### src/rtl/hdlctx_pkg.sv
// Shared types, constants and helper functions of the HDLC async frame transmitter.
package hdlctx_pkg;

    localparam logic [7:0]  FLAG_OCTET   = 8'h7E;
    localparam logic [7:0]  ESCAPE_OCTET = 8'h7D;
    localparam logic [7:0]  ESCAPE_XOR   = 8'h20;
    localparam logic [15:0] FCS_START    = 16'hFFFF;
    localparam logic [15:0] FCS_POLY     = 16'h8408;

    localparam logic OP_DATA = 1'b0;
    localparam logic OP_END  = 1'b1;

    localparam int QUEUE_DEPTH = 4;
    localparam int QUEUE_AW    = $clog2(QUEUE_DEPTH);

    // One classified word handed from front to back.
    // data: payload byte in the low half for a data word, inverted FCS for an end word.
    typedef struct packed {
        logic        open_flag;
        logic        is_end;
        logic [15:0] data;
    } t_job;

    typedef enum logic [2:0] {
        ST_OPEN,
        ST_ESC0,
        ST_DAT0,
        ST_ESC1,
        ST_DAT1,
        ST_CLOSE
    } t_step;

    // CRC-16/X-25 update by one byte, LSB first.
    function automatic logic [15:0] fcs_add_byte(logic [15:0] fcs, logic [7:0] b);
        logic [15:0] c;
        c = fcs ^ {8'h00, b};
        for (int i = 0; i < 8; i++) begin
            if (c[0]) begin
                c = (c >> 1) ^ FCS_POLY;
            end else begin
                c = c >> 1;
            end
        end
        return c;
    endfunction

    function automatic logic needs_escape(logic [7:0] b);
        return (b == ESCAPE_OCTET) || (b == FLAG_OCTET);
    endfunction

endpackage

### src/rtl/hdlctx_front.sv
// Front end: accepts input words, tracks frame state and the running FCS, emits jobs.
module hdlctx_front (
    input  logic              i_clk,
    input  logic              i_rst_n,
    input  logic              i_valid,
    output logic              o_ready,
    input  logic              i_op,
    input  logic [7:0]        i_payload,
    input  logic              i_queue_full,
    output logic              o_push,
    output hdlctx_pkg::t_job  o_job
);

    logic        r_frame_open;
    logic [15:0] r_fcs;
    logic        n_frame_open;
    logic [15:0] n_fcs;
    logic [15:0] fcs_base;
    logic        accept;

    assign o_ready  = !i_queue_full;
    assign accept   = i_valid && !i_queue_full;
    assign o_push   = accept;
    assign fcs_base = r_frame_open ? r_fcs : hdlctx_pkg::FCS_START;

    always_comb begin
        o_job.open_flag = !r_frame_open;
        o_job.is_end    = (i_op == hdlctx_pkg::OP_END);
        n_frame_open    = r_frame_open;
        n_fcs           = r_fcs;
        if (i_op == hdlctx_pkg::OP_END) begin
            o_job.data = ~fcs_base;
            if (accept) begin
                n_frame_open = 1'b0;
                n_fcs        = hdlctx_pkg::FCS_START;
            end
        end else begin
            o_job.data = {8'h00, i_payload};
            if (accept) begin
                n_frame_open = 1'b1;
                n_fcs        = hdlctx_pkg::fcs_add_byte(fcs_base, i_payload);
            end
        end
    end

    always_ff @(posedge i_clk) begin
        if (!i_rst_n) begin
            r_frame_open <= 1'b0;
            r_fcs        <= hdlctx_pkg::FCS_START;
        end else begin
            r_frame_open <= n_frame_open;
            r_fcs        <= n_fcs;
        end
    end

endmodule

### src/rtl/hdlctx_queue.sv
// Short job queue between front and back ends.
module hdlctx_queue (
    input  logic              i_clk,
    input  logic              i_rst_n,
    input  logic              i_push,
    input  hdlctx_pkg::t_job  i_job,
    output logic              o_full,
    input  logic              i_pop,
    output logic              o_valid,
    output hdlctx_pkg::t_job  o_job
);

    localparam int AW = hdlctx_pkg::QUEUE_AW;

    hdlctx_pkg::t_job r_mem [hdlctx_pkg::QUEUE_DEPTH];
    logic [AW-1:0]    r_wr_ptr;
    logic [AW-1:0]    r_rd_ptr;
    logic [AW:0]      r_count;
    logic             do_push;
    logic             do_pop;

    assign o_full  = (r_count == (AW+1)'(hdlctx_pkg::QUEUE_DEPTH));
    assign o_valid = (r_count != '0);
    assign o_job   = r_mem[r_rd_ptr];
    assign do_push = i_push && !o_full;
    assign do_pop  = i_pop && o_valid;

    always_ff @(posedge i_clk) begin
        if (do_push) begin
            r_mem[r_wr_ptr] <= i_job;
        end
    end

    always_ff @(posedge i_clk) begin
        if (!i_rst_n) begin
            r_wr_ptr <= '0;
            r_rd_ptr <= '0;
            r_count  <= '0;
        end else begin
            if (do_push) begin
                r_wr_ptr <= r_wr_ptr + 1'b1;
            end
            if (do_pop) begin
                r_rd_ptr <= r_rd_ptr + 1'b1;
            end
            case ({do_push, do_pop})
                2'b10:   r_count <= r_count + 1'b1;
                2'b01:   r_count <= r_count - 1'b1;
                default: r_count <= r_count;
            endcase
        end
    end

endmodule

### src/rtl/hdlctx_back.sv
// Back end: expands jobs into line octets, one per cycle while the receiver is ready, into an output register.
module hdlctx_back (
    input  logic              i_clk,
    input  logic              i_rst_n,
    input  logic              i_job_valid,
    input  hdlctx_pkg::t_job  i_job,
    output logic              o_pop,
    output logic              o_valid,
    input  logic              i_ready,
    output logic [7:0]        o_byte,
    output logic              o_last
);

    logic              r_busy;
    hdlctx_pkg::t_job  r_job;
    hdlctx_pkg::t_step r_step;
    hdlctx_pkg::t_step n_step;
    hdlctx_pkg::t_step first_step;
    logic              r_out_valid;
    logic [7:0]        r_out_byte;
    logic              r_out_last;

    logic       can_load;
    logic       emit;
    logic       step_last;
    logic [7:0] step_byte;
    logic [7:0] lo_byte;
    logic [7:0] hi_byte;
    logic [7:0] new_lo;

    assign lo_byte  = r_job.data[7:0];
    assign hi_byte  = r_job.data[15:8];
    assign new_lo   = i_job.data[7:0];
    assign can_load = !r_out_valid || i_ready;
    assign emit     = r_busy && can_load;
    // next job loads in the cycle the current one sends its last octet
    assign o_pop    = i_job_valid && (!r_busy || (emit && step_last));

    always_comb begin
        if (i_job.open_flag) begin
            first_step = hdlctx_pkg::ST_OPEN;
        end else if (hdlctx_pkg::needs_escape(new_lo)) begin
            first_step = hdlctx_pkg::ST_ESC0;
        end else begin
            first_step = hdlctx_pkg::ST_DAT0;
        end
    end

    // next state
    always_comb begin
        n_step = r_step;
        unique case (r_step)
            hdlctx_pkg::ST_OPEN:
                n_step = hdlctx_pkg::needs_escape(lo_byte) ? hdlctx_pkg::ST_ESC0
                                                           : hdlctx_pkg::ST_DAT0;
            hdlctx_pkg::ST_ESC0: n_step = hdlctx_pkg::ST_DAT0;
            hdlctx_pkg::ST_DAT0:
                n_step = hdlctx_pkg::needs_escape(hi_byte) ? hdlctx_pkg::ST_ESC1
                                                           : hdlctx_pkg::ST_DAT1;
            hdlctx_pkg::ST_ESC1: n_step = hdlctx_pkg::ST_DAT1;
            hdlctx_pkg::ST_DAT1: n_step = hdlctx_pkg::ST_CLOSE;
            hdlctx_pkg::ST_CLOSE: n_step = hdlctx_pkg::ST_CLOSE;
            default:             n_step = hdlctx_pkg::ST_CLOSE;
        endcase
    end

    // outputs
    always_comb begin
        step_byte = hdlctx_pkg::FLAG_OCTET;
        step_last = 1'b0;
        unique case (r_step)
            hdlctx_pkg::ST_OPEN: step_byte = hdlctx_pkg::FLAG_OCTET;
            hdlctx_pkg::ST_ESC0: step_byte = hdlctx_pkg::ESCAPE_OCTET;
            hdlctx_pkg::ST_DAT0: begin
                step_byte = hdlctx_pkg::needs_escape(lo_byte) ?
                            (lo_byte ^ hdlctx_pkg::ESCAPE_XOR) : lo_byte;
                step_last = !r_job.is_end;
            end
            hdlctx_pkg::ST_ESC1: step_byte = hdlctx_pkg::ESCAPE_OCTET;
            hdlctx_pkg::ST_DAT1: begin
                step_byte = hdlctx_pkg::needs_escape(hi_byte) ?
                            (hi_byte ^ hdlctx_pkg::ESCAPE_XOR) : hi_byte;
            end
            hdlctx_pkg::ST_CLOSE: begin
                step_byte = hdlctx_pkg::FLAG_OCTET;
                step_last = 1'b1;
            end
            default: begin
                step_byte = hdlctx_pkg::FLAG_OCTET;
                step_last = 1'b1;
            end
        endcase
    end

    always_ff @(posedge i_clk) begin
        if (o_pop) begin
            r_job <= i_job;
        end
        if (can_load) begin
            r_out_byte <= step_byte;
            r_out_last <= step_last;
        end
    end

    always_ff @(posedge i_clk) begin
        if (!i_rst_n) begin
            r_busy      <= 1'b0;
            r_step      <= hdlctx_pkg::ST_OPEN;
            r_out_valid <= 1'b0;
        end else begin
            if (o_pop) begin
                r_busy <= 1'b1;
                r_step <= first_step;
            end else if (emit && step_last) begin
                r_busy <= 1'b0;
            end else if (emit) begin
                r_step <= n_step;
            end
            if (can_load) begin
                r_out_valid <= emit;
            end
        end
    end

    assign o_valid = r_out_valid;
    assign o_byte  = r_out_byte;
    assign o_last  = r_out_last;

endmodule

### src/rtl/hdlc_async_frame_transmitter.sv
// Top level of the HDLC async frame transmitter: front end, job queue, back end.
//
// Input stream (s): one word per payload byte (tuser = 0, tdata = byte) or an
// end-of-frame command (tuser = 1, tdata ignored). The first byte of a frame is
// preceded by an opening flag 0x7E; bytes 0x7D/0x7E are escaped as 0x7D, b^0x20;
// an end command appends the inverted CRC-16/X-25 FCS (low byte first, each
// stuffed) and a closing flag. An end with no open frame sends an empty frame.
// Output stream (m): one line octet per word; tlast marks the last octet caused
// by one input word.
// Throughput: the back end sends one octet per cycle while the receiver is ready;
// an input word expands to one octet for a plain data byte and two for an escaped
// one, plus any flag and FCS octets; the FCS update runs in the front end on accept.
// An accepted word passes the job queue and the back-end job register to the output.
// A 4-entry job queue lets the front keep accepting while the back end works.
// When the receiver stalls, the output register holds, the back end stops, the
// queue fills and tready drops. Reset empties the queue, clears the output and
// closes any open frame with the FCS back at 0xFFFF.
module hdlc_async_frame_transmitter (
    input  logic       i_clk,
    input  logic       i_rst_n,
    input  logic       i_s_tvalid,
    output logic       o_s_tready,
    input  logic [7:0] i_s_tdata,   // [7:0] payload
    input  logic       i_s_tuser,   // [0] op
    output logic       o_m_tvalid,
    input  logic       i_m_tready,
    output logic [7:0] o_m_tdata,   // [7:0] line_byte
    output logic       o_m_tlast
);

    logic             push;
    logic             pop;
    logic             queue_full;
    logic             queue_valid;
    hdlctx_pkg::t_job front_job;
    hdlctx_pkg::t_job back_job;

    hdlctx_front u_front (
        .i_clk        (i_clk),
        .i_rst_n      (i_rst_n),
        .i_valid      (i_s_tvalid),
        .o_ready      (o_s_tready),
        .i_op         (i_s_tuser),
        .i_payload    (i_s_tdata),
        .i_queue_full (queue_full),
        .o_push       (push),
        .o_job        (front_job)
    );

    hdlctx_queue u_queue (
        .i_clk   (i_clk),
        .i_rst_n (i_rst_n),
        .i_push  (push),
        .i_job   (front_job),
        .o_full  (queue_full),
        .i_pop   (pop),
        .o_valid (queue_valid),
        .o_job   (back_job)
    );

    hdlctx_back u_back (
        .i_clk       (i_clk),
        .i_rst_n     (i_rst_n),
        .i_job_valid (queue_valid),
        .i_job       (back_job),
        .o_pop       (pop),
        .o_valid     (o_m_tvalid),
        .i_ready     (i_m_tready),
        .o_byte      (o_m_tdata),
        .o_last      (o_m_tlast)
    );

endmodule
### config.mk
export PLATFORM = sky130hd
export DESIGN_NAME = hdlc_async_frame_transmitter
export DESIGN_NICKNAME = d
export VERILOG_FILES = /design/src/rtl/hdlctx_pkg.sv /design/src/rtl/hdlctx_front.sv /design/src/rtl/hdlctx_queue.sv /design/src/rtl/hdlctx_back.sv /design/src/rtl/hdlc_async_frame_transmitter.sv
export SDC_FILE = /design/constraint.sdc
export NUM_CORES = 1
export LEC_CHECK = 0
export ABC_AREA = 1
export BUFFER_PORTS_ARGS = -buffer_cell sky130_fd_sc_hd__buf_2
export CAP_MARGIN = 30
export CORE_MARGIN = 10
export CORE_UTILIZATION = 61
export CTS_BUF_LIST = sky130_fd_sc_hd__clkbuf_8
export CTS_CLUSTER_DIAMETER = 120
export DETAILED_ROUTE_END_ITERATION = 10
export HOLD_SLACK_MARGIN = 0.12
export PLACE_DENSITY_LB_ADDON = 0.12
export RECOVER_POWER = 50
export SYNTH_ARGS = -nofsm -noshare
export SYNTH_HDL_FRONTEND = slang
export SYNTH_SLANG_ARGS = --single-unit
### constraint.sdc
create_clock -name i_clk -period 4.4 [get_ports i_clk]
set_input_delay 0.88 -clock i_clk [delete_from_list [all_inputs] [get_ports i_clk]]
set_output_delay 0.88 -clock i_clk [all_outputs]
set_load 0.01 [all_outputs]
==> metrics.log, run 1 <==
INFO  metric setup_viol = 0
INFO  metric yosysUniqueCellTypes = 32
INFO  metric cts.repair.resized = 0
INFO  metric result_of_the_run = completed
INFO  metric post-synth-top-count-cell = nand2_1
INFO  metric antenna_cells_inserted = 0
INFO  metric totalWireLength = roughly 12000 um
INFO  metric path_max_fanout = 17
INFO  metric clk_pin_slew = about 80 ps
INFO  metric slowest_library_cell_on_the_worst_path = clkbuf_1
INFO  metric cts_max_level = 4
INFO  metric critical_path_start_type = flop
INFO  metric library_cell_occupying_the_most_area_in_the_post_synthesis_netlist = edfxtp_1
INFO  metric layout_min_cycle_time = around 2600 ps
INFO  metric floorplan.die.width = approximately 120 um
INFO  metric gr-total-overflow = 0
INFO  metric die_area = ~0.014 sq mm
INFO  metric async_reset_ff_frac = 0
INFO  metric min-delay-path-class = reg -> reg
INFO  metric route.detailed.vias_per_inst = roughly 5.4
INFO  metric critical_path_arrival = about 2700 ps
INFO  metric syn_area_per_cell = about 9.5 sq um
INFO  metric grt_max_degree = 40
INFO  metric synthesis_to_finish_area_growth = 10.66%
INFO  metric fin_skew = 13.84 ps
INFO  metric synthFlopType = edfxtp_1
INFO  metric timing.critical_path.required = between 4000 and 5000 ps
INFO  metric grt_pass1_wl = slightly below 20000 um
INFO  metric number_of_warnings_printed_during_yosys_synthesis = 0
INFO  metric cp_num_buf_inv = 2
INFO  metric regToRegSetupSlack = about 1800 ps
INFO  metric num_vias = 4187
INFO  metric use_met1 = 0.2048
INFO  metric drt-initial-drc-count = between 300 and 400
INFO  metric cts_setup_buffers = 0
INFO  metric initial_utilization = 0.6274
INFO  metric place_congestion = slightly above 0.9
INFO  metric timing.critical_path.slowest_cell_delay = 850 ps
INFO  metric end_kind = flop
INFO  metric irDropWorstVdd = 0.0002493 V
INFO  metric timing.fmax = approximately 380 MHz
INFO  metric cts_inserted_buffers = 17
INFO  metric synth.top_cells.by_count = 173 x nand2_1, 98 x edfxtp_1, 64 x inv_1, 51 x nor2_1, 46 x nand3_1
INFO  metric io_buffer_count = 23
INFO  metric worst-setup-path-type = reg -> reg
INFO  metric grt_setup_unrepaired = no
INFO  metric finalHoldViolations = 0
INFO  metric ant_nets_after_route = 0
INFO  metric timing_worst_slew_pin_value = approximately 1300 ps
INFO  metric synth-edff-count = ~100
INFO  metric timing.critical_path.cells = inv_1 > nand3_1 > nand2_1 > nor2_1 > clkbuf_1
INFO  metric final_layout_size_suffix_gt1_frac = 0.09816
INFO  metric cpLargestDelayFamily = simple AND/OR/NAND/NOR gates
INFO  metric synth_cells = between 600 and 700
INFO  metric dp_hpwl = ~8400 um
INFO  metric netlist.area_leader.share = 0.5053
INFO  metric yosysSeqAreaShare = 0.6118
INFO  metric ctsHoldBuffers = 0
INFO  metric cts_buffer_depth = 2
INFO  metric top_level_ports = 24
INFO  metric cellLeakagePower = approximately 2.6 nW
INFO  metric grt_antenna_before_repair = 0
INFO  metric top_usage_layer = met2
INFO  metric drt_first_pass_iters = 4
INFO  metric globalRouteMet2Util = 0.3007
INFO  metric routed_wirelength_normalized_by_instance_count = roughly 15 um
INFO  metric timing.final.crit_share = 0.5987
INFO  metric remaining_drc_errors = 0
INFO  metric tritoncts = built
INFO  metric grt.total_usage = 0.1754
INFO  metric final-max-slew-violation-count = 0
INFO  metric synth.cell_area = between 0.005 and 0.006 sq mm
INFO  metric setup-tns-final = 0 ps
INFO  metric dieHeight = between 100 and 150 um
INFO  metric layout.core_utilization = 0.6942
INFO  metric cap_viol_max_count = 0
INFO  metric cts_num_sinks = ~130
INFO  metric power.density_cell_area = about 600 mW/mm^2
INFO  metric grtUsageMet3 = 0.04365
INFO  metric synthesis.nets = roughly 630
INFO  metric num-nets-final = 659
INFO  metric nFillCells = between 700 and 800
INFO  metric slew_headroom = 0.1446
INFO  metric placementRows = 35
INFO  metric post_synth_main_area_contributors = edfxtp_1 51%, nand2_1 11%, dfxtp_1 11%
INFO  metric ys_ff_latch = around 130
INFO  metric clock_latency_at_the_later_pin_of_the_worst_skew_pair = ~430 ps
INFO  metric first_global_vias = just over 4000
INFO  metric floorplan.core_area = 0.009284 sq mm
INFO  metric clock-root-buffer = clkbuf_8
[worst register-to-register path: cells and delay by family (launching register included)]
family	cells	cell delay, ps
buffers and inverters	2	940
flip-flops	1	350
AND/OR/NAND/NOR	3	950
[report_power, final]
| group | internal [mW] | total, mW | leakage [nW] | switching, mW |
|---|---|---|---|---|
| registers | 1.63 | 1.73 | 1.18 | 0.105 |
| clock network | 0.624 | 1.10 | 0.215 | 0.477 |
| logic | 0.300 | 1.03 | 1.24 | 0.732 |
| total | 2.55 | 3.87 | 2.64 | 1.31 |
[layout make-up]
class,count,area [sq um],share of cell area
clock buffers,17,234.0,0.03630
clock inverters,14,201.4,0.03126
inverters,72,270.3,0.04193
multi-input cells,391,1874,0.2908
flip-flops and latches,129,3563,0.5529
well taps,129,161.4,0.02504
repair buffers,29,140.1,0.02174
[cells by family (layout without fill, tap and decap cells)]
family / Yosys count / in the layout / synth area share
AND/OR/NAND/NOR: 291 / 291 / 0.2088
adder cells (fa/ha/maj): 6 / 6 / 0.01418
XOR/XNOR: 14 / 14 / 0.02879
AO/OA/AOI/OAI: 80 / 80 / 0.07390
flip-flops: 129 / 129 / 0.6118
buffers and inverters: 93 / 132 / 0.06251
[state kept, by name, summed over array words and instances, names as in the netlist, 2 cells and up, named ones only]
| register | count |
|---|---|
| u_back.lo_byte | 8 |
| u_back.r_step | 3 |
| u_queue.r_wr_ptr | 2 |
| u_queue.r_count | 3 |
| u_queue.r_rd_ptr | 2 |
| u_queue.r_mem | 72 |
| u_back.o_byte | 8 |
| u_front.r_fcs | 16 |
| u_back.hi_byte | 8 |
[layout by cell type (no fill, tap or decap)]
cell / count
nand2_1: 175
edfxtp_1: 98
inv_1: 67
nor2_1: 51
nand3_1: 48
o21ai_0: 38
dfxtp_1: 31
buf_2: 19
a21oi_1: 17
clkbuf_8: 17
o22ai_1: 16
clkbuf_1: 8
o21ai_1: 6
xnor2_1: 6
xor2_1: 5
ha_1: 5
inv_6: 5
inv_2: 4
or2_1: 4
nor3_1: 4
bufinv_16: 4
nand2_2: 3
nand4_1: 3
clkinv_4: 3
clkinv_1: 2
o221ai_1: 2
xor2_4: 2
buf_4: 2
nor3_2: 1
a21boi_1: 1
nor2_2: 1
xor2_2: 1
or2_2: 1
fa_1: 1
clkinvlp_4: 1
[metrics by stage]
| stage | setup WS, ps | power (mW) | area (sq um) | hold slack [ps] | std cells |
|---|---|---|---|---|---|
| 2_1_floorplan | 1959 | 2.510 | 5824 | 429.9 | 613 |
| 3_3_place_gp | 1905 | 2.770 | 6052 | 449.1 | 750 |
| 3_5_place_dp | 1825 | 2.805 | 6052 | 450.9 | 750 |
| 4_1_cts | 2135 | 3.904 | 6487 | 470.5 | 781 |
| 5_1_grt | 1613 | 4.112 | 6445 | 484.4 | 781 |
| 6_report | 1766 | 3.865 | 6445 | 457.7 | 781 |
[per-layer routing]
metal | part of all wire | routed length, um
met4 | 0.021 | 250
met2 | 0.50 | 5924
met3 | 0.052 | 616
met1 | 0.43 | 5084
met5 | 0 | 0
[final timing paths]
path                      startpoint                  end  cells after the start
setup reg to reg  u_queue.r_count[0]  u_queue.r_mem[2][7]                      5
hold / removal    u_queue.r_count[0]   u_queue.r_count[0]                      1
hold reg to reg   u_queue.r_count[0]   u_queue.r_count[0]                      1
setup / recovery  u_queue.r_count[0]  u_queue.r_mem[2][7]                      5
(Power assumes the default switching activity.)
==> run 2, diff against run 1 <==
Settings changed: ABC_AREA 1 to 0, CORE_UTILIZATION 61 to 57.
Clock period 4.4 ns to 2.2 ns, I/O delays scaled along.
==> metrics.log, run 2 <==
INFO  metric result_of_the_run = completed
INFO  metric layout.core_utilization = 0.6904
INFO  metric path_max_fanout = 6
INFO  metric r2r-start = u_queue.r_count[1]
INFO  metric muxShareOfSynthArea = 0.09113
INFO  metric syn_area_per_cell = about 15 sq um
INFO  metric synthesis.nets = between 300 and 400
INFO  metric synthXorXnorAreaFrac = 0.08258
INFO  metric power.density_cell_area = about 1200 mW/mm^2
INFO  metric min-delay-path-class = in -> reg
INFO  metric fin_skew = 12.60 ps
INFO  metric netlist.area_leader.share = 0.5293
INFO  metric combPwrFrac = 0.285
INFO  metric top_reg_by_flops = u_queue.r_mem
INFO  metric routed_wirelength_normalized_by_instance_count = 19.04 um
INFO  metric async_reset_ff_frac = 0
INFO  metric grt.total_usage = 0.1534
INFO  metric timing.critical_path.slowest_cell_delay = 410 ps
INFO  metric timing.fmax = about 460 MHz
INFO  metric die_area = ~0.014 sq mm
INFO  metric cts_max_level = 4
INFO  metric dieHeight = 118.8 um
INFO  metric tritoncts = built
INFO  metric irDropWorstVdd = slightly above 0.0005 V
INFO  metric timing.critical_path.cells = or3b_4 > and2_4 > inv_6 > ha_4 > inv_1 > fa_2 > xor2_1 > or3_1 > a21oi_2
INFO  metric initial_utilization = 0.5933
INFO  metric top_level_ports = 24
INFO  metric fraction_of_the_mapped_netlist_area_in_simple_logic_gates = 0.08911
INFO  metric grt_max_degree = 20
INFO  metric io_buffer_count = 23
INFO  metric grt_antenna_before_repair = 0
INFO  metric num-nets-final = approximately 430
INFO  metric cts_num_sinks = between 100 and 150
INFO  metric floorplan.die.width = ~120 um
INFO  metric yosysSeqAreaShare = 0.6409
INFO  metric hold_crit_start = i_rst_n
INFO  metric reg_top3 = u_queue.r_mem (72), u_front.r_fcs (16)
INFO  metric number_of_warnings_printed_during_yosys_synthesis = 0
INFO  metric timing.final.crit_share = 0.9821
INFO  metric hold_path_end = u_front.r_fcs[1]
INFO  metric library_cell_occupying_the_most_area_in_the_post_synthesis_netlist = edfxtp_1
INFO  metric dominant_combinational_cell_family_by_area_after_synthesis = multiplexers
INFO  metric synthFlopType = edfxtp_1
INFO  metric cellLeakagePower = around 2.3 nW
INFO  metric p_sw_frac = 0.2993
INFO  metric clock-root-buffer = clkbuf_8
INFO  metric yosysUniqueCellTypes = 50
INFO  metric fraction_of_power_consumed_by_sequential_logic = 0.438
INFO  metric drt_first_pass_iters = 4
INFO  metric final-max-slew-violation-count = 0
INFO  metric nFillCells = about 670
INFO  metric cts_inserted_buffers = 17
INFO  metric worst-setup-path-type = reg -> reg
INFO  metric timing_worst_slew_pin_value = 857.2 ps
INFO  metric postLayoutCellArea = about 0.0065 sq mm
INFO  metric synth.top_cells.by_count = 98 x edfxtp_1, 31 x dfxtp_1, 30 x nor2_1, 24 x nand2_1, 17 x o22ai_1
INFO  metric end_kind = flop
INFO  metric post_synth_main_area_contributors = edfxtp_1 53%, dfxtp_1 11%, mux4_2 6.1%
INFO  metric cap_viol_max_count = 0
INFO  metric grt_setup_unrepaired = yes
INFO  metric layout.cells.most_common_list = 98 x edfxtp_1, 30 x nor2_1, 29 x dfxtp_1
INFO  metric place_congestion = just under 0.9
INFO  metric slew_headroom = 0.4285
INFO  metric worst_hold_slack = between 300 and 400 ps
INFO  metric antenna_cells_inserted = 0
INFO  metric worstHoldPathCells = 2
INFO  metric num_vias = between 3000 and 4000
INFO  metric synth_cells = between 300 and 400
INFO  metric critical_path_arrival = roughly 2500 ps
INFO  metric remaining_drc_errors = 0
INFO  metric gr-total-overflow = 0
INFO  metric drt-initial-drc-count = about 260
INFO  metric totalWireLength = about 11000 um
INFO  metric post-synth-top-count-cell = edfxtp_1
INFO  metric setup_viol = 0
INFO  metric slowest_library_cell_on_the_worst_path = or3b_4
INFO  metric ys_ff_latch = roughly 130
INFO  metric floorplan.core_area = 0.009371 sq mm
INFO  metric grt_pass1_wl = around 17000 um
INFO  metric critical_path_start_type = flop
INFO  metric synth_area_in_compound_gates = 0.05513
INFO  metric finalHoldViolations = 0
INFO  metric synthesis_to_finish_area_growth = 16.36%
INFO  metric worstReg2RegEnd = u_queue.r_count[2]
INFO  metric dp_hpwl = ~7400 um
INFO  metric timing.critical_path.required = roughly 2500 ps
INFO  metric cts_buffer_depth = 2
INFO  metric clk_pin_slew = around 80 ps
INFO  metric first_global_vias = 3199
INFO  metric regToRegSetupSlack = 40 ps
INFO  metric synth.cell_area = about 0.0056 sq mm
INFO  metric clock_latency_at_the_later_pin_of_the_worst_skew_pair = ~420 ps
INFO  metric seq_cell_area = 0.003566 sq mm
INFO  metric number_of_cell_instances_on_the_worst_register_to_register_path = 9
INFO  metric layout_min_cycle_time = 2161 ps
INFO  metric multi_input_comb_area = ~0.0019 sq mm
INFO  metric largest_register_ff_count = 72
INFO  metric final_common_cell = edfxtp_1
INFO  metric final_layout_size_suffix_gt1_frac = 0.2606
INFO  metric post_synth_fa_ha_maj_area_fraction = 0.01485
INFO  metric power.clock.fraction = 0.277
INFO  metric ant_nets_after_route = 0
INFO  metric cellInternalPower = around 5.5 mW
INFO  metric placementRows = 35
INFO  metric cp_num_buf_inv = 2
INFO  metric route.detailed.vias_per_inst = around 5.7
INFO  metric post_dp_cell_area = 0.005997 sq mm
INFO  metric p_sw = approximately 2.4 mW
INFO  metric cpLargestDelayFamily = simple AND/OR/NAND/NOR gates
INFO  metric synth-edff-count = between 90 and 100
run 2: cell type report:
cell class | count | area share
clock buffers | 17 | 0.03616
clock inverters | 15 | 0.03210
inverters | 15 | 0.009476
multi-input cells | 207 | 0.2918
flip-flops and latches | 129 | 0.5512
well taps | 129 | 0.02495
repair buffers | 43 | 0.05434
run 2: worst max path at each step:
stage                               to          startpoint  depth (start not counted)
floorplan           u_queue.r_count[2]  u_queue.r_count[1]                         10
global placement    u_queue.r_count[2]          i_m_tready                         11
detailed placement  u_queue.r_count[2]          i_m_tready                         11
CTS                 u_queue.r_count[2]    u_back.r_job[16]                         10
global route        u_queue.r_count[2]  u_queue.r_count[1]                          9
finish              u_queue.r_count[2]  u_queue.r_count[1]                          9
run 2: layer usage:
| metal | global-route usage | share of wire |
|---|---|---|
| met5 | 0 | 0 |
| met4 | 0.04046 | 0.0058 |
| met3 | 0.04284 | 0.038 |
| met2 | 0.2583 | 0.52 |
| met1 | 0.1902 | 0.44 |
run 2: metrics by stage:
stage | total power [mW] | TNS (ps) | cells | setup slack, ps
detailed placement | 5.740 | -52.78 | 521 | -52.78
CTS | 7.947 | 0 | 553 | 6.818
floorplan | 4.955 | 0 | 365 | 1.586
global placement | 5.624 | 0 | 518 | 17.05
finish | 7.897 | 0 | 555 | 39.40
global route | 8.320 | -47.96 | 555 | -47.96
run 2: power by group through the flow:
| stage | clock network (mW) | logic (mW) | registers, mW |
|---|---|---|---|
| after floorplan | 0 | 1.48 | 3.47 |
| after global placement | 0 | 2.14 | 3.49 |
| after detailed placement | 0 | 2.23 | 3.51 |
| after CTS | 2.22 | 2.27 | 3.46 |
| after global routing | 2.35 | 2.47 | 3.51 |
| final | 2.19 | 2.25 | 3.46 |
run 2: worst reg2reg max path: cells and delay by family (launching register included):
family	cells	cell delay (ps)
AO/OA/AOI/OAI	1	120
buffers and inverters	2	110
XOR/XNOR	1	150
adder cells (fa/ha/maj)	2	460
flip-flops	1	340
AND/OR/NAND/NOR	3	920
run 2: timing repair:
action,in CTS,in global routing
pin swaps,1,2
setup endpoints to repair,1,1
resized for setup,2,2
hold buffers,0,0
buffers inserted,0,1
run 2: kinds of logic (layout without fill, tap and decap cells):
logic type	count (synthesis)	after routing
AOI/OAI and AO/OA	46	46
muxes	26	26
adders and majority gates	6	6
xor gates and xnor gates	32	32
buffers and inverters	29	90
DFF	129	129
and+or+nand+nor	97	97
==> run 3, diff against run 2 <==
Settings changed: CORE_ASPECT_RATIO set to 0.5, SKIP_LAST_GASP set to 1.
==> metrics.log, run 3 (synthesis gave the netlist of run 2 again) <==
INFO  metric result_of_the_run = completed
INFO  metric path_max_fanout = 2
INFO  metric cellInternalPower = 5.590 mW
INFO  metric drt-met1-wl = 5145 um
INFO  metric layout_min_cycle_time = approximately 2200 ps
INFO  metric worstHoldPathCells = 2
INFO  metric first_global_vias = ~3300
INFO  metric power.clock.fraction = 0.271
INFO  metric setup_viol = 0
INFO  metric routed_wirelength_normalized_by_instance_count = 19.10 um
INFO  metric setup_slack = 21.03 ps
INFO  metric grt_max_degree = 19
INFO  metric placementRows = 25
INFO  metric finalHoldViolations = 0
INFO  metric cts_max_level = 4
INFO  metric tritoncts = built
INFO  metric dpl_worst_slack = -94.13 ps
INFO  metric die_area = ~0.014 sq mm
INFO  metric dr_wl_met2 = ~4900 um
INFO  metric floorplan.core_area = 0.009478 sq mm
INFO  metric slew_headroom = 0.3403
INFO  metric clock_latency_at_the_later_pin_of_the_worst_skew_pair = between 400 and 500 ps
INFO  metric critical_path_start_type = flop
INFO  metric r2r-start = u_back.r_job[16]
INFO  metric initial_utilization = 0.5867
INFO  metric cap_viol_max_count = 0
INFO  metric grt_pass1_wl = 17310 um
INFO  metric ant_nets_after_route = 0
INFO  metric hold_crit_start = i_rst_n
INFO  metric largest_register_ff_count = just over 70
INFO  metric dp_hpwl = 7360 um
INFO  metric multi_input_comb_area = between 0.0015 and 0.002 sq mm
INFO  metric timing.fmax = around 460 MHz
INFO  metric regToRegSetupSlack = ~21 ps
INFO  metric remaining_drc_errors = 0
INFO  metric drt-initial-drc-count = approximately 260
INFO  metric timing.critical_path.required = 2540 ps
INFO  metric p_sw_frac = 0.2942
INFO  metric num-nets-final = 436
INFO  metric routed_met3_length = around 620 um
INFO  metric num_vias = approximately 3200
INFO  metric combPwrFrac = 0.292
INFO  metric top_level_ports = 24
INFO  metric cellLeakagePower = about 2.3 nW
INFO  metric place_congestion = about 0.8
INFO  metric totalWireLength = between 10000 and 15000 um
INFO  metric hold_path_end = u_front.r_fcs[14]
INFO  metric gr-total-overflow = 0
INFO  metric cts_num_sinks = between 100 and 150
INFO  metric finalPower = about 7.9 mW
INFO  metric end_kind = flop
INFO  metric top_reg_by_flops = u_queue.r_mem
INFO  metric timing.final.crit_share = 0.9904
INFO  metric grt_antenna_before_repair = 0
INFO  metric worst-setup-path-type = reg -> reg
INFO  metric route.detailed.vias_per_inst = ~5.6
INFO  metric p_sw = 2.330 mW
INFO  metric irDropWorstVdd = ~0.0005 V
INFO  metric min-delay-path-class = in -> reg
INFO  metric final-max-slew-violation-count = 0
INFO  metric antenna_cells_inserted = 0
INFO  metric dieHeight = 89.84 um
INFO  metric io_buffer_count = 23
INFO  metric fin_skew = approximately 8 ps
INFO  metric cts_inserted_buffers = 17
INFO  metric layout.cells.most_common_list = 98 x edfxtp_1, 30 x nor2_1, 29 x dfxtp_1
INFO  metric floorplan.die.width = roughly 160 um
INFO  metric power.density_cell_area = 1234 mW/mm^2
INFO  metric drt_first_pass_iters = 4
INFO  metric final_layout_size_suffix_gt1_frac = 0.2814
INFO  metric reg_top3 = u_queue.r_mem (72), u_front.r_fcs (16)
INFO  metric grt_setup_unrepaired = yes
INFO  metric clk_pin_slew = 70 ps
INFO  metric top_layer_used = met4
INFO  metric critical_path_arrival = roughly 2500 ps
INFO  metric nFillCells = roughly 640
INFO  metric synthesis_to_finish_area_growth = 15.44%
INFO  metric timing_worst_slew_pin_value = roughly 990 ps
INFO  metric cts_buffer_depth = 2
INFO  metric number_of_cell_instances_on_the_worst_register_to_register_path = 10
INFO  metric grt.total_usage = 0.1536
INFO  metric worstReg2RegEnd = u_queue.r_count[2]
INFO  metric final_common_cell = edfxtp_1
INFO  metric seq_cell_area = 0.003566 sq mm
INFO  metric clock-root-buffer = clkbuf_8
INFO  metric fraction_of_power_consumed_by_sequential_logic = 0.438
==> run 3: changes by cell type in the layout (fill, tap and decap cells not counted), sizes merged <==
cell	change
clkinv	+3
buf	+7
inv	-2
clkbuf	-1
clkinvlp	-3
==> run 3: metrics by stage <==
stage	hold slack [ps]	util	TNS, ps	instances	cell area [sq um]
floorplan	447.8	-	0	365	5588
CTS	318.1	0.6763	0	564	6410
global placement	463.3	0.6251	-7.461	526	5924
global route	343.4	0.6772	-126.6	565	6419
finish	340.7	0.6772	0	565	6419
detailed placement	472.4	0.6251	-94.13	526	5924
==> run 3: layout make-up <==
type | count | share of cell area
Timing Repair Buffer | 47 | 0.04776
Multi-Input combinational cell | 207 | 0.2942
Tap cell | 135 | 0.02632
Sequential cell | 129 | 0.5556
Inverter | 15 | 0.009552
Clock inverter | 13 | 0.02593
Clock buffer | 19 | 0.04074
==> run 3: power groups by stage <==
| stage | Clock (mW) | Combinational (mW) | Sequential, mW |
|---|---|---|---|
| 6_report | 2.14 | 2.31 | 3.47 |
| 3_3_place_gp | 0 | 2.11 | 3.48 |
| 2_1_floorplan | 0 | 1.48 | 3.47 |
| 5_1_grt | 2.28 | 2.51 | 3.51 |
| 4_1_cts | 2.18 | 2.29 | 3.46 |
| 3_5_place_dp | 0 | 2.16 | 3.50 |
==> run 3: worst max-delay path by stage <==
stage	startpoint	endpoint	slack, ps	depth (start not counted)
after detailed placement	i_m_tready	u_queue.r_count[2]	-90	11
final	u_back.r_job[16]	u_queue.r_count[2]	20	10
after global routing	u_back.r_job[16]	u_queue.r_count[2]	-120	10
after floorplan	u_queue.r_count[1]	u_queue.r_count[2]	2	10
after global placement	i_m_tready	u_queue.r_count[2]	-7	11
after CTS	u_back.r_job[16]	u_queue.r_count[2]	30	10
==> run 3: critical path, stage by stage (launching register included) <==
cell      delay [ps]
edfxtp_1         360
o21ba_2          230
o31ai_4          220
nand2_2           90
inv_2             80
ha_4             130
inv_1             50
fa_2             340
xor2_1           150
or3_1            330
a21oi_2          130
==> run 3: metal layers <==
metal	vias up	track usage
li1	1483	-
met2	97	0.2323
met5	-	0
met4	0	0.05368
met3	12	0.05050
met1	1584	0.2036
==> run 3: repair_timing <==
item                                    in CTS  in global routing
pin swaps                                    2                  0
resized for setup                            3                  1
hold buffers                                 0                  0
endpoints found under the hold margin        0                  0
setup buffers                                6                  0
endpoints found under the setup margin       1                  1
